==> src/hw/rtl/ffba_pkg.sv <==
package ffba_pkg;

  localparam int unsigned DATA_W = 32;
  localparam int unsigned STATUS_W = 3;
  localparam int unsigned CFG_IDX_W = 1;

  localparam logic [STATUS_W-1:0] ST_OK       = 3'd0;
  localparam logic [STATUS_W-1:0] ST_NOFIT    = 3'd1;
  localparam logic [STATUS_W-1:0] ST_NOSPARE  = 3'd2;
  localparam logic [STATUS_W-1:0] ST_NOTALLOC = 3'd3;
  localparam logic [STATUS_W-1:0] ST_ZERO     = 3'd4;

  localparam logic CMD_ALLOC = 1'b0;
  localparam logic CMD_FREE  = 1'b1;

  localparam logic [CFG_IDX_W-1:0] CFG_REGION_START = 1'b0;
  localparam logic [CFG_IDX_W-1:0] CFG_REGION_END   = 1'b1;

  typedef struct packed {
    logic              command;
    logic [DATA_W-1:0] request_size;
    logic [DATA_W-1:0] free_address;
  } in_item_t;

  typedef struct packed {
    logic [STATUS_W-1:0] status;
    logic [DATA_W-1:0]   address;
  } out_item_t;

  typedef enum logic [4:0] {
    OP_NONE,
    OP_INIT,
    OP_START,
    OP_WALK,
    OP_MARK,
    OP_POP_RD,
    OP_POP_WM,
    OP_POP,
    OP_SPLIT_NEW,
    OP_SPLIT_LINK,
    OP_SPLIT_CUR,
    OP_RD_NEXT,
    OP_MERGE_NX,
    OP_LINK_CUR,
    OP_RD_PREV,
    OP_MERGE_PV,
    OP_PUSH_CUR,
    OP_LINK_AUX,
    OP_WR_CUR
  } dp_op_e;

  typedef struct packed {
    dp_op_e              op;
    logic                out_load;
    logic [STATUS_W-1:0] out_status;
  } dp_cmd_t;

  typedef struct packed {
    logic hit;
    logic last;
    logic zero_size;
    logic is_free;
    logic exact;
    logic spare_ok;
    logic wm_ok;
    logic rnext_none;
    logic rprev_none;
    logic rd_alloc;
  } dp_stat_t;

endpackage

==> src/hw/rtl/ffba_ctrl.sv <==
module ffba_ctrl import ffba_pkg::*; (
  input  logic     clk_i,
  input  logic     rst_ni,
  input  logic     rebuild_i,
  input  logic     in_valid_i,
  output logic     in_stall_o,
  output logic     out_valid_o,
  input  logic     out_stall_i,
  input  dp_stat_t stat_i,
  output dp_cmd_t  cmd_o
);

  typedef enum logic [4:0] {
    S_INIT, S_IDLE, S_WALK,
    S_A_FIT, S_A_POP, S_A_SPL1, S_A_SPL2, S_A_SPL3,
    S_F_FOUND, S_F_NX, S_F_NXA, S_F_PV, S_F_PVC, S_F_PUSH, S_F_PVA, S_F_WCUR,
    S_DONE
  } state_e;

  state_e              state_q, state_d;
  logic [STATUS_W-1:0] status_q, status_d;
  logic                out_valid_q, out_valid_d;

  assign in_stall_o = (state_q != S_IDLE);
  assign out_valid_o = out_valid_q;

  always_comb begin
    state_d = state_q;
    status_d = status_q;
    cmd_o.op = OP_NONE;
    cmd_o.out_load = 1'b0;
    cmd_o.out_status = status_q;
    unique case (state_q)
      S_INIT: begin
        cmd_o.op = OP_INIT;
        state_d = S_IDLE;
      end
      S_IDLE: begin
        if (in_valid_i) begin
          cmd_o.op = OP_START;
          state_d = S_WALK;
        end
      end
      S_WALK: begin
        cmd_o.op = OP_WALK;
        priority if (!stat_i.is_free && stat_i.zero_size) begin
          status_d = ST_ZERO;
          state_d = S_DONE;
        end else if (stat_i.hit) begin
          state_d = stat_i.is_free ? S_F_FOUND : S_A_FIT;
        end else if (stat_i.last) begin
          status_d = stat_i.is_free ? ST_NOTALLOC : ST_NOFIT;
          state_d = S_DONE;
        end
      end
      S_A_FIT: begin
        priority if (stat_i.exact) begin
          cmd_o.op = OP_MARK;
          status_d = ST_OK;
          state_d = S_DONE;
        end else if (stat_i.spare_ok) begin
          cmd_o.op = OP_POP_RD;
          state_d = S_A_POP;
        end else if (stat_i.wm_ok) begin
          cmd_o.op = OP_POP_WM;
          state_d = S_A_SPL1;
        end else begin
          status_d = ST_NOSPARE;
          state_d = S_DONE;
        end
      end
      S_A_POP: begin
        cmd_o.op = OP_POP;
        state_d = S_A_SPL1;
      end
      S_A_SPL1: begin
        cmd_o.op = OP_SPLIT_NEW;
        state_d = S_A_SPL2;
      end
      S_A_SPL2: begin
        cmd_o.op = OP_SPLIT_LINK;
        state_d = S_A_SPL3;
      end
      S_A_SPL3: begin
        cmd_o.op = OP_SPLIT_CUR;
        status_d = ST_OK;
        state_d = S_DONE;
      end
      S_F_FOUND: begin
        if (stat_i.rnext_none) begin
          state_d = S_F_PV;
        end else begin
          cmd_o.op = OP_RD_NEXT;
          state_d = S_F_NX;
        end
      end
      S_F_NX: begin
        if (stat_i.rd_alloc) begin
          state_d = S_F_PV;
        end else begin
          cmd_o.op = OP_MERGE_NX;
          state_d = S_F_NXA;
        end
      end
      S_F_NXA: begin
        cmd_o.op = OP_LINK_CUR;
        state_d = S_F_PV;
      end
      S_F_PV: begin
        if (stat_i.rprev_none) begin
          state_d = S_F_WCUR;
        end else begin
          cmd_o.op = OP_RD_PREV;
          state_d = S_F_PVC;
        end
      end
      S_F_PVC: begin
        if (stat_i.rd_alloc) begin
          state_d = S_F_WCUR;
        end else begin
          cmd_o.op = OP_MERGE_PV;
          state_d = S_F_PUSH;
        end
      end
      S_F_PUSH: begin
        cmd_o.op = OP_PUSH_CUR;
        state_d = S_F_PVA;
      end
      S_F_PVA: begin
        cmd_o.op = OP_LINK_AUX;
        status_d = ST_OK;
        state_d = S_DONE;
      end
      S_F_WCUR: begin
        cmd_o.op = OP_WR_CUR;
        status_d = ST_OK;
        state_d = S_DONE;
      end
      S_DONE: begin
        // hold until the output register is free
        if (!out_valid_q || !out_stall_i) begin
          cmd_o.out_load = 1'b1;
          state_d = S_IDLE;
        end
      end
      default: state_d = S_INIT;
    endcase
    if (rebuild_i) begin
      state_d = S_INIT;
    end
  end

  always_comb begin
    out_valid_d = out_valid_q && out_stall_i;
    if (cmd_o.out_load) begin
      out_valid_d = 1'b1;
    end
  end

  always_ff @(posedge clk_i or negedge rst_ni) begin
    if (!rst_ni) begin
      state_q <= S_INIT;
      status_q <= ST_OK;
      out_valid_q <= 1'b0;
    end else begin
      state_q <= state_d;
      status_q <= status_d;
      out_valid_q <= out_valid_d;
    end
  end

endmodule

==> config.mk <==
export PLATFORM = sky130hd
export DESIGN_NAME = ffba_ctrl
export DESIGN_NICKNAME = d
export VERILOG_FILES = /design/src/hw/rtl/ffba_pkg.sv /design/src/hw/rtl/ffba_ctrl.sv
export SDC_FILE = /design/constraint.sdc
export NUM_CORES = 1
export LEC_CHECK = 0
export BUFFER_PORTS_ARGS = -buffer_cell sky130_fd_sc_hd__buf_4
export CELL_PAD_IN_SITES_DETAIL_PLACEMENT = 0
export CELL_PAD_IN_SITES_GLOBAL_PLACEMENT = 2
export CORE_MARGIN = 8
export CORE_UTILIZATION = 26
export DETAILED_ROUTE_END_ITERATION = 12
export PLACE_DENSITY = 0.87
export SYNTH_ARGS = -nofsm -noshare
export SYNTH_HDL_FRONTEND = slang
export SYNTH_SLANG_ARGS = --single-unit
==> constraint.sdc <==
create_clock -name clk_i -period 1.7 [get_ports clk_i]
set_clock_uncertainty 0.1 [all_clocks]
set_input_delay 0.34 -clock clk_i [delete_from_list [all_inputs] [get_ports clk_i]]
set_output_delay 0.34 -clock clk_i [all_outputs]
set_load 0.01 [all_outputs]
==> flow_summary.yaml <==
timing:
  drv_slew: 0
  setup_viol: 15
  setup_slack_ns: -0.387
  maxSlewHeadroom: 0.783
  rsz0062_at_grt: "true"
  fmax_mhz: 479
  post-route-period-util: 1.23
  hold_viol_final: 0
  period_needed_ns: 2.09
  worst_pin_slew_ns: 0.324
  setup_tns_ns: -3.90
clocking:
  cts_tree: "done"
  htree_num_levels: 1
  clockBufferDepth: 2
  clock_latency_ns: 0.26
  clk_pin_slew_worst_paths_ns: 0.06
  clock_sinks: 9
  cts_root_buf: "clkbuf_4"
  cts_buffers: 3
job:
  cap_viol_max_count: 0
drt:
  drt.antenna.violating_nets: 0
  vias_per_cell: 5.18
  drc: 0
  dr.first_iter.drc_count: 82
  wl_per_cell_um: 16.4
  wl_um: 3900
  first_pass_iters: 4
  vias: 1233
run_status:
  status: "finished, violations left"
  violations: "setup timing"
floorplan:
  placeableCoreArea_sq_um: 3340
  die-height_um: 74.9
  die_area_sq_um: 5620
  die_x_um: 74.9
  ios: 26
  initial_utilization: 0.271
  rows: 21
synthesis:
  dominantRegCellSynth: "dfrtp_1"
  synth_edf_count: 0
  synth_top_area_cell: "dfrtp_1"
  netlist_area_sq_um: 903
  async_flop_share: 1.00
  synth_cell_type_count: 46
  ys_ff_latch: 9
  syn_inst: 112
  yosysWarnings: 0
  synth_top_area_frac: 0.249
  avgSynthCellArea_sq_um: 8.07
  synth_nets: 127
  synth.area.top_cells: "dfrtp_1 25%, nand2_1 5.4%, a21oi_1 4.4%"
  synth_sequential_area_ratio: 0.249
grt:
  grt_max_degree: 10
  antenna_found_initial: 0
  first_global_vias: 1376
  grt_overflow: 0
  grt_pass1_wl_um: 6150
  track_usage: 0.140
worst_setup_path:
  crit_type: "reg2out"
  crit_required_ns: 1.26
  crit_family: "flip-flops"
  cp_slowest_cell: "dfrtp_2"
  crit_buf_inv: 2
  cp_slowest_stage_delay_ns: 0.44
  crit_fanout: 6
  worstPathCellList: "buf_12 -> nor3_4 -> nand2_1 -> nand3_1 -> o21ai_1 -> o2111ai_1 -> buf_4"
  end_kind: "primary output"
  start_kind: "flip-flop"
  cp.arrival_ns: 1.65
cells_and_area:
  final_cells: 238
  antenna_cells: 0
  drive_above_1_share: 0.661
  fin_util: 0.550
  fin_nets: 208
  area_growth_pct: 103
place:
  place_inst: 208
  port_buffers: 25
  gp_congestion: 0.880
  hpwl_um: 2540
hold_path:
  hp-class: "in2reg"
power_and_ir_drop:
  irDropWorstVdd_mv: 0.625
  cellPowerDensity_nw_per_um2: 1230
  p_leak_uw: 0.000808
## layout make-up
class                   count  area (sq um)
repair buffers             84           726
flip-flops and latches      9           230
fillers                   292          1500
clock buffers               4          26.3
well taps                  46          57.6
inverters                   2          7.51
multi-input cells          93           787
## worst reg2reg max path: stages (launching register included)
cell	delay (ns)
dfrtp_2	0.49
buf_12	0.14
nor3_4	0.03
buf_4	0.12
buf_6	0.11
buf_6	0.11
a21oi_4	0.14
o21ai_2	0.07
or3b_4	0.41
a211oi_2	0.17
## layout by cell type, fill, tap and decap left out, types with 4 or more instances in the layout
cell      instances
dfrtp_2           4
buf_4            63
a21oi_1           6
nand2b_1          4
nand2_1          12
buf_6            18
dfrtp_1           5
nor2_1            7
o21ai_2           4
## per-layer routing
metal  share of wire  routed length (um)  track usage  up-vias
li1                -                   -            -      576
met1            0.40                1560        0.157      611
met2            0.53                2050        0.249       38
met3           0.054                 212       0.0240        8
met4           0.019                  74       0.0652        0
met5               0                   0            0        -
## worst paths after layout
path                       slack [ns]           to         from  cells past startpoint
setup / recovery                -0.39     cmd_o[5]   state_q[3]                      7
hold / removal                   0.15   state_q[4]    rebuild_i                      2
setup reg to reg                -0.28   state_q[2]   state_q[2]                      9
hold reg to reg                  0.41  status_q[2]  status_q[2]                      1
max in group asynchronous        1.02   state_q[0]       rst_ni                      2
min in group asynchronous        0.33   state_q[3]       rst_ni                      2
## timing repair
item | 4_1_cts | 5_1_grt
pin swaps | 20 | 15
hold buffers | 1 | 0
gates resized for setup | 39 | 21
hold endpoints to repair | 9 | 0
endpoints found under the setup margin | 15 | 15
buffers inserted | 20 | 6
## stage by stage
stage / instance area (sq um) / worst slack [ns] / hold slack (ns) / total power, uW
final: 1830 / -0.387 / 0.152 / 2260
after global routing: 1830 / -0.512 / 0.144 / 2410
after CTS: 1700 / -0.368 / 0.141 / 2050
after detailed placement: 1370 / -0.280 / 0.0708 / 1510
after global placement: 1370 / -0.259 / 0.0659 / 1490
after floorplan: 936 / -0.104 / -0.0556 / 1010
## cells in the mapped netlist, drive strengths merged, types with 4 or more instances
master  number
nor2         9
nor3         6
dfrtp        9
nand2       13
o21ai        8
o31ai        4
buf          6
nor2b        5
a21oi        8
nand2b       6
nand3b       4
## sequential cells by signal (all words and copies together) (netlist names)
signal and flops:
state_q 5, status_q 3, out_valid_o 1
## kinds of logic (layout without fill, tap and decap cells)
group / count (synthesis) / after routing / share of synthesized area
AND/OR/NAND/NOR: 57 / 57 / 0.398
multiplexers: 1 / 1 / 0.0166
buffers and inverters: 10 / 90 / 0.0693
flip-flops: 9 / 9 / 0.249
AO/OA/AOI/OAI: 34 / 34 / 0.258
XOR/XNOR: 1 / 1 / 0.00970
## where the power goes
part / switching, uW / total [uW] / internal, uW / leakage, uW
registers: 64.6 / 342 / 277 / 0.000114
logic: 754 / 1740 / 991 / 0.000679
clock network: 79.9 / 171 / 90.8 / 0.0000150
Power figures use the tool's default switching activity.
